[config.mk]
export PLATFORM = sky130hd
export DESIGN_NAME = integer_field_formatter
export DESIGN_NICKNAME = d
export VERILOG_FILES = /design/src/hw/rtl/ifmt_pkg.sv /design/src/hw/rtl/ifmt_div_unit.sv /design/src/hw/rtl/integer_field_formatter.sv
export SDC_FILE = /design/constraint.sdc
export NUM_CORES = 2
export LEC_CHECK = 0
export ABC_AREA = 1
export BUFFER_PORTS_ARGS = -buffer_cell sky130_fd_sc_hd__buf_2
export CORE_MARGIN = 4
export CORE_UTILIZATION = 48
export CTS_BUF_LIST = sky130_fd_sc_hd__clkbuf_8
export CTS_CLUSTER_SIZE = 14
export DETAILED_ROUTE_END_ITERATION = 10
export PLACE_DENSITY = 0.73
export SYNTH_ARGS = -nofsm -noshare
export SYNTH_HDL_FRONTEND = slang
export SYNTH_SLANG_ARGS = --single-unit
export TNS_END_PERCENT = 50
[constraint.sdc]
create_clock -name clock -period 8.8 [get_ports clock]
set_input_delay 0.44 -clock clock [delete_from_list [all_inputs] [get_ports clock]]
set_output_delay 0.44 -clock clock [all_outputs]
set_load 0.03 [all_outputs]
[src/hw/rtl/ifmt_pkg.sv]
// Shared types, character codes and helpers for the integer field formatter.
// Used by ifmt_div_unit and integer_field_formatter; no dependencies.
package ifmt_pkg;

   // Digit store depth and index width
   localparam int DIGIT_DEPTH = 11;
   localparam int DIGIT_IDX_W = $clog2(DIGIT_DEPTH);

   // Largest precision honored; larger requests saturate
   localparam logic [5:0] MAX_PREC = 6'd62;

   // Reciprocal of ten for a 32-bit dividend: q = (x * RECIP_TEN) >> 35
   localparam logic [31:0] RECIP_TEN  = 32'hCCCC_CCCD;
   localparam int          RECIP_SHIFT = 35;

   // ASCII codes
   localparam logic [7:0] CHAR_ZERO  = 8'h30;
   localparam logic [7:0] CHAR_A     = 8'h61;
   localparam logic [7:0] CHAR_SPACE = 8'h20;
   localparam logic [7:0] CHAR_MINUS = 8'h2D;

   // Conversion kinds (req_tuser)
   localparam logic FUNC_DEC = 1'b0;
   localparam logic FUNC_HEX = 1'b1;

   // One step of the shared divide unit: quotient and digit
   typedef struct packed {
      logic [31:0] quot;
      logic [3:0]  digit;
   } div_result_type;

   // Digit value to lowercase ASCII
   function automatic logic [7:0] digit_char(input logic [3:0] d);
      logic [7:0] c;
      if (d < 4'd10) begin
         c = CHAR_ZERO + {4'd0, d};
      end else begin
         c = CHAR_A + {4'd0, d} - 8'd10;
      end
      return c;
   endfunction

endpackage

[src/hw/rtl/ifmt_div_unit.sv]
// Shared divide-by-base unit of the integer field formatter: one digit per step.
// Decimal uses a registered reciprocal multiply; hex is a shift. Uses ifmt_pkg.
module ifmt_div_unit (
   input  logic                           clock,
   input  logic                           mul_en,  // load product for current dividend
   input  logic                           hex,
   input  logic [31:0]                    mag,
   output ifmt_pkg::div_result_type       result
);

   logic [63:0] prod_ff;
   logic [63:0] prod_in;
   logic [31:0] quot_dec;
   logic [31:0] quot_x10;

   // Reciprocal multiply, registered before use
   assign prod_in = {32'd0, mag} * {32'd0, ifmt_pkg::RECIP_TEN};

   always_ff @(posedge clock) begin
      if (mul_en) begin
         prod_ff <= prod_in;
      end
   end

   // Quotient and remainder from the registered product
   assign quot_dec = {3'd0, prod_ff[63:ifmt_pkg::RECIP_SHIFT]};
   assign quot_x10 = {quot_dec[28:0], 3'd0} + {quot_dec[30:0], 1'b0};

   always_comb begin
      if (hex) begin
         result.quot  = {4'd0, mag[31:4]};
         result.digit = mag[3:0];
      end else begin
         result.quot  = quot_dec;
         result.digit = 4'((mag - quot_x10));
      end
   end

endmodule

[src/hw/rtl/integer_field_formatter.sv]
// Top level of the integer field formatter: sequencer, digit store and output.
// Depends on ifmt_pkg and ifmt_div_unit.

// One request is formatted as a printf-style %d or %x field and sent out as one
// character per item, tlast on the final one. A request is taken only when the
// block is idle. Digits come from one shared divide unit: a reciprocal multiply,
// then quotient and remainder, for each decimal digit, and a shift for each hex
// digit, up to ten digits for decimal and eight for hex. After the digits the
// padding is sized; then the characters are sent in order while the output
// register is free, up to 63 characters. A request that yields an empty field
// (zero, precision zero, width zero) produces no item.
module integer_field_formatter (
   input  logic        clock,
   input  logic        reset,
   // Request: tdata = value[31:0], field_width[37:32], has_prec[38], prec[44:39]
   input  logic        req_tvalid,
   output logic        req_tready,
   input  logic [47:0] req_tdata,
   input  logic [0:0]  req_tuser,   // func[0]
   // Result: tdata = ch[7:0]
   output logic        rsp_tvalid,
   input  logic        rsp_tready,
   output logic [7:0]  rsp_tdata,
   output logic        rsp_tlast
);

   localparam logic [2:0] ST_IDLE = 3'd0;
   localparam logic [2:0] ST_MUL  = 3'd1;
   localparam logic [2:0] ST_DIG  = 3'd2;
   localparam logic [2:0] ST_FIN  = 3'd3;
   localparam logic [2:0] ST_EMIT = 3'd4;

   logic [2:0]  state_ff, state_in;
   logic        hex_ff, hex_in;
   logic [31:0] mag_ff, mag_in;
   logic [5:0]  width_ff, width_in;
   logic        hp_ff, hp_in;
   logic [5:0]  prec_ff, prec_in;
   logic        zero_ff, zero_in;
   logic        sign_ff, sign_in;
   logic [3:0]  count_ff, count_in;
   logic [5:0]  zeros_ff, zeros_in;
   logic [5:0]  spaces_ff, spaces_in;
   logic [5:0]  total_ff, total_in;
   logic        rsp_valid_ff, rsp_valid_in;
   logic [7:0]  rsp_ch_ff, rsp_ch_in;
   logic        rsp_last_ff, rsp_last_in;

   logic [3:0]  digit_store [ifmt_pkg::DIGIT_DEPTH];
   logic        store_we;

   ifmt_pkg::div_result_type div_res;
   logic        slot_free;
   logic        req_fire;
   logic [3:0]  fin_count;
   logic [5:0]  fin_zeros;
   logic [6:0]  fin_len;
   logic [5:0]  fin_spaces;
   logic [3:0]  rd_idx;
   logic [5:0]  req_prec;

   ifmt_div_unit u_div (
      .clock  (clock),
      .mul_en (state_ff == ST_MUL),
      .hex    (hex_ff),
      .mag    (mag_ff),
      .result (div_res)
   );

   assign req_tready = (state_ff == ST_IDLE);
   assign req_fire   = req_tvalid && req_tready;
   assign slot_free  = !rsp_valid_ff || rsp_tready;
   assign rd_idx     = count_ff - 4'd1;
   assign req_prec   = (req_tdata[44:39] > ifmt_pkg::MAX_PREC) ? ifmt_pkg::MAX_PREC
                                                               : req_tdata[44:39];

   // Padding sizes once the digits are known
   assign fin_count  = (zero_ff && hp_ff && prec_ff == 6'd0) ? 4'd0 : count_ff;
   assign fin_zeros  = (prec_ff > {2'd0, fin_count}) ? (prec_ff - {2'd0, fin_count}) : 6'd0;
   assign fin_len    = {6'd0, sign_ff} + {1'b0, fin_zeros} + {3'd0, fin_count};
   assign fin_spaces = ({1'b0, width_ff} > fin_len) ? 6'(({1'b0, width_ff} - fin_len))
                                                    : 6'd0;

   // Sequencer
   always_comb begin
      state_in     = state_ff;
      hex_in       = hex_ff;
      mag_in       = mag_ff;
      width_in     = width_ff;
      hp_in        = hp_ff;
      prec_in      = prec_ff;
      zero_in      = zero_ff;
      sign_in      = sign_ff;
      count_in     = count_ff;
      zeros_in     = zeros_ff;
      spaces_in    = spaces_ff;
      total_in     = total_ff;
      rsp_valid_in = rsp_valid_ff && !rsp_tready;
      rsp_ch_in    = rsp_ch_ff;
      rsp_last_in  = rsp_last_ff;
      store_we     = 1'b0;
      case (state_ff)
         ST_IDLE: begin
            if (req_fire) begin
               hex_in   = (req_tuser[0] == ifmt_pkg::FUNC_HEX);
               sign_in  = (req_tuser[0] == ifmt_pkg::FUNC_DEC) && req_tdata[31];
               mag_in   = sign_in ? (32'd0 - req_tdata[31:0]) : req_tdata[31:0];
               width_in = req_tdata[37:32];
               hp_in    = req_tdata[38];
               prec_in  = req_tdata[38] ? req_prec : 6'd0;
               zero_in  = (req_tdata[31:0] == 32'd0);
               count_in = 4'd0;
               state_in = hex_in ? ST_DIG : ST_MUL;
            end
         end
         ST_MUL: begin
            state_in = ST_DIG;
         end
         ST_DIG: begin
            store_we = 1'b1;
            count_in = count_ff + 4'd1;
            mag_in   = div_res.quot;
            if (div_res.quot == 32'd0) begin
               state_in = ST_FIN;
            end else begin
               state_in = hex_ff ? ST_DIG : ST_MUL;
            end
         end
         ST_FIN: begin
            count_in  = fin_count;
            zeros_in  = fin_zeros;
            spaces_in = fin_spaces;
            total_in  = 6'(fin_len + {1'b0, fin_spaces});
            state_in  = (total_in == 6'd0) ? ST_IDLE : ST_EMIT;
         end
         ST_EMIT: begin
            if (slot_free) begin
               rsp_valid_in = 1'b1;
               rsp_last_in  = (total_ff == 6'd1);
               total_in     = total_ff - 6'd1;
               if (spaces_ff != 6'd0) begin
                  rsp_ch_in = ifmt_pkg::CHAR_SPACE;
                  spaces_in = spaces_ff - 6'd1;
               end else if (sign_ff) begin
                  rsp_ch_in = ifmt_pkg::CHAR_MINUS;
                  sign_in   = 1'b0;
               end else if (zeros_ff != 6'd0) begin
                  rsp_ch_in = ifmt_pkg::CHAR_ZERO;
                  zeros_in  = zeros_ff - 6'd1;
               end else begin
                  rsp_ch_in = ifmt_pkg::digit_char(digit_store[rd_idx]);
                  count_in  = count_ff - 4'd1;
               end
               if (total_ff == 6'd1) begin
                  state_in = ST_IDLE;
               end
            end
         end
         default: begin
            state_in = ST_IDLE;
         end
      endcase
   end

   // Control registers
   always_ff @(posedge clock) begin
      if (reset) begin
         state_ff     <= ST_IDLE;
         sign_ff      <= 1'b0;
         count_ff     <= 4'd0;
         zeros_ff     <= 6'd0;
         spaces_ff    <= 6'd0;
         total_ff     <= 6'd0;
         rsp_valid_ff <= 1'b0;
      end else begin
         state_ff     <= state_in;
         sign_ff      <= sign_in;
         count_ff     <= count_in;
         zeros_ff     <= zeros_in;
         spaces_ff    <= spaces_in;
         total_ff     <= total_in;
         rsp_valid_ff <= rsp_valid_in;
      end
   end

   // Payload registers
   always_ff @(posedge clock) begin
      hex_ff      <= hex_in;
      mag_ff      <= mag_in;
      width_ff    <= width_in;
      hp_ff       <= hp_in;
      prec_ff     <= prec_in;
      zero_ff     <= zero_in;
      rsp_ch_ff   <= rsp_ch_in;
      rsp_last_ff <= rsp_last_in;
   end

   // Digit store, least significant digit first
   always_ff @(posedge clock) begin
      if (store_we) begin
         digit_store[count_ff] <= div_res.digit;
      end
   end

   assign rsp_tvalid = rsp_valid_ff;
   assign rsp_tdata  = rsp_ch_ff;
   assign rsp_tlast  = rsp_last_ff;

`ifndef SYNTHESIS
   // Digit store never overflows: at most ten digits
   a_store_bound: assert property (@(posedge clock) disable iff (reset)
      (state_ff == ST_DIG) |-> (count_ff < 4'd10))
      else $error("digit store overrun");

   // A request is taken only from idle, and work starts next cycle
   a_busy_after_req: assert property (@(posedge clock) disable iff (reset)
      req_fire |=> !req_tready)
      else $error("ready while converting");

   // Remaining field length matches the pending pieces
   a_total_consistent: assert property (@(posedge clock) disable iff (reset)
      (state_ff == ST_EMIT) |->
      ({1'b0, total_ff} == ({1'b0, spaces_ff} + {6'd0, sign_ff} + {1'b0, zeros_ff}
                            + {3'd0, count_ff})))
      else $error("field length mismatch");
`endif

endmodule

==> metrics.cfg <==
[critical_path]
critPathLaunchType = flip-flop
critPathCaptureType = flip-flop
slowest_stage = edfxtp_1
critPathRequiredTime_ns = 9.01
crit_arrival_ns = 7.46
path_class = flip-flop to flip-flop
cp_max_fo = 6
crit_top_cell = fa_1
slowest_delay_ns = 0.66
crit_chain = ha_1 -> inv_1 -> fa_1 -> fa_1 -> fa_1 -> fa_1 -> fa_1 -> inv_1 -> fa_1 -> fa_1 -> ha_1 -> nand2_1 -> nor2_1 -> inv_1 -> nor4_2 -> nand4_1 -> nand3_1 -> a21oi_1 -> xnor2_1

[sta]
tightest_slew_ns = 1.31
min_period_over_period_pct = 82.4
slew_headroom_pct = 11.8
hold_viol_final = 0
finalCriticalPeriod_ns = 7.25
finalClockSkew_ns = 0.0196
setup_viol = 0
final.setup.tns_ns = 0
drv_slew = 0
fmax_mhz = 138
rsz0062_at_grt = no

[floorplanning]
boundaryPins = 64
fp-row-count = 86
die-area_um2 = 59800
core_area_um2 = 55200
die-height_um = 245
die_width_um = 245
initial_core_util_pct = 48.6

[clock_tree]
post_cts_resized = 0
cts_hold_buffers = 0
cts-htree-levels = 4
post-cts-setup-buffers = 0
cts_root_buffer = clkbuf_8
cts_tree = yes
cts_num_sinks = 155
cts_made_buffers = 17
clk_pin_slew_ns = 0.09
cts_buffer_depth = 2
clk_latency_ns = 0.48

[finish]
register_area_um2 = 4380
finalNonFillerCells = 3866
layout_commonest_cell = inv_1
final_nets = 3947
n_fill_cell = 5123
final_util_pct = 51.5
synthToLayoutAreaGrowth_pct = 5.85
multi_input_area_um2 = 19100
mostFrequentLayoutCells = inv_1 (858), fa_1 (419), ha_1 (372)
design_area_um2 = 28400
layout-drive-gt1-share_pct = 4.69

[placement]
dp_hpwl_um = 63900
place_area_um2 = 28000
numPortBuffers = 59
dp.cells = 3832
place_congestion = 1.02

[yosys]
synth-compound-area-share_pct = 7.88
synth-simple-area-share_pct = 11.8
yosysTopAreaCell = fa_1
muxShareOfSynthArea_pct = 0.298
syn-instance-count = 3046
synth_fp_nets = 3890
yosysTopAreaCellShare_pct = 31.2
synth_area_per_cell_um2 = 8.82
synth_top_family_by_area = adder cells
ys_seq_elements = 155
synth_xor_area_share_pct = 2.32
ys_types = 56
synthesis.area_um2 = 26900
yosysWarnings = 0
yosysSeqAreaShare_pct = 16.3
synth-adder-area-share_pct = 48.6
synth_area_leaders = fa_1 (31%), ha_1 (17%), edfxtp_1 (14%)

[grt]
grt-ovfl-total = 0
grt_most_used_layer = met2
grt_pass1_wl_um = 117000
grt_pass1_vias = 21000
antenna_found_initial = 2
grt_max_degree = 47
grt_use_met3_pct = 4.55
grt.met1_usage_pct = 35.1
track_usage_pct = 25.4
grtUsageMet2_pct = 39.8

[run_status]
outcome = finished clean

[drt]
ant_nets = 0
route.vias.total = 20300
wl_per_cell_um = 18.9
first_iter_violations = 1724
route.detailed.drc = 0
first_pass_iters = 6
wl_um = 73200
vias_per_cell = 5.25

[job]
drv_cap = 0

[min_path]
min_path_type = input pin to flip-flop

[cells by family (layout without fill, tap and decap cells)]
| kind of cell | Yosys count | in the layout |
|---|---|---|
| muxes | 8 | 8 |
| xor gates and xnor gates | 69 | 69 |
| adders and majority gates | 791 | 791 |
| AOI/OAI and AO/OA | 370 | 370 |
| DFF | 155 | 155 |
| buffers and inverters | 899 | 969 |
| and+or+nand+nor | 752 | 752 |
| other | 2 | 4 |
[cell usage after synthesis (all sizes together)]
library cell    n
a211oi          5
a21boi          5
a21o           15
a21oi         118
a221oi          4
a31oi          26
and2            1
and3            5
buf            20
clkbuf         11
conb            2
dfxtp          27
edfxtp        128
fa            419
ha            372
inv           868
mux2i           8
nand2         371
nand3          69
nand3b          3
nand4          22
nor2          228
nor3           35
nor3b           1
nor4           11
nor4b           1
o2111ai         2
o211ai         10
o21a            8
o21ai         154
o21bai         10
o221ai          6
o22ai           4
o31ai           3
or2             5
xnor2          26
xor2           43
[path summary, 6_finish.rpt]
kind	start	cells past startpoint	slack, ns	end
worst max register to register	mag_ff[21]	19	1.55	u_div.prod_ff[49]
worst min register to register	total_ff[5]	2	0.49	total_ff[5]
worst min-delay path	req_tdata[33]	1	0.13	width_ff[1]
worst max-delay path	mag_ff[21]	19	1.55	u_div.prod_ff[49]
[area by class of cell]
class,count,area share (%)
clock buffer,17,0.823
sequential,155,15.4
clock inverter,15,0.603
inverter,868,11.5
timing repair buffer,69,1.30
antenna,2,0.0176
tap,748,3.29
multi-input combinational,1992,67.1
[flip-flops by register name (all words and copies together), names as in the netlist, 3 cells and up]
| name | cells |
|---|---|
| width_ff | 6 |
| rsp_tdata | 7 |
| mag_ff | 32 |
| count_ff | 4 |
| zeros_ff | 6 |
| state_ff | 3 |
| digit_store | 44 |
| prec_ff | 6 |
| u_div.prod_ff | 29 |
| total_ff | 6 |
| spaces_ff | 6 |
[through the flow]
| step | setup WS (ns) | hold WS [ns] |
|---|---|---|
| 3_3_place_gp | 1.68 | 0.468 |
| 4_1_cts | 1.61 | 0.117 |
| 3_5_place_dp | 1.69 | 0.475 |
| 6_report | 1.55 | 0.134 |
| 5_1_grt | 1.19 | 0.115 |
| 2_1_floorplan | 2.70 | 0.454 |
[metal layers]
layer / share of wire (%) / vias to the layer above
li1: - / 9547
met1: 42 / 9715
met2: 45 / 856
met3: 8.2 / 185
met4: 5.1 / 0
met5: 0 / -
[worst max-delay path: cells and delay by family (launching register included)]
| kind | cells | cell delay, ns |
|---|---|---|
| AO/OA/AOI/OAI | 1 | 0.10 |
| XOR/XNOR | 1 | 0.15 |
| adder cells (fa/ha/maj) | 9 | 4.55 |
| buffers and inverters | 3 | 0.34 |
| flip-flops | 1 | 0.66 |
| AND/OR/NAND/NOR | 5 | 1.18 |
Power is left out: the tool's default activity adds up to more than one toggle a clock period on the data nets, which glitch-free logic cannot reach.
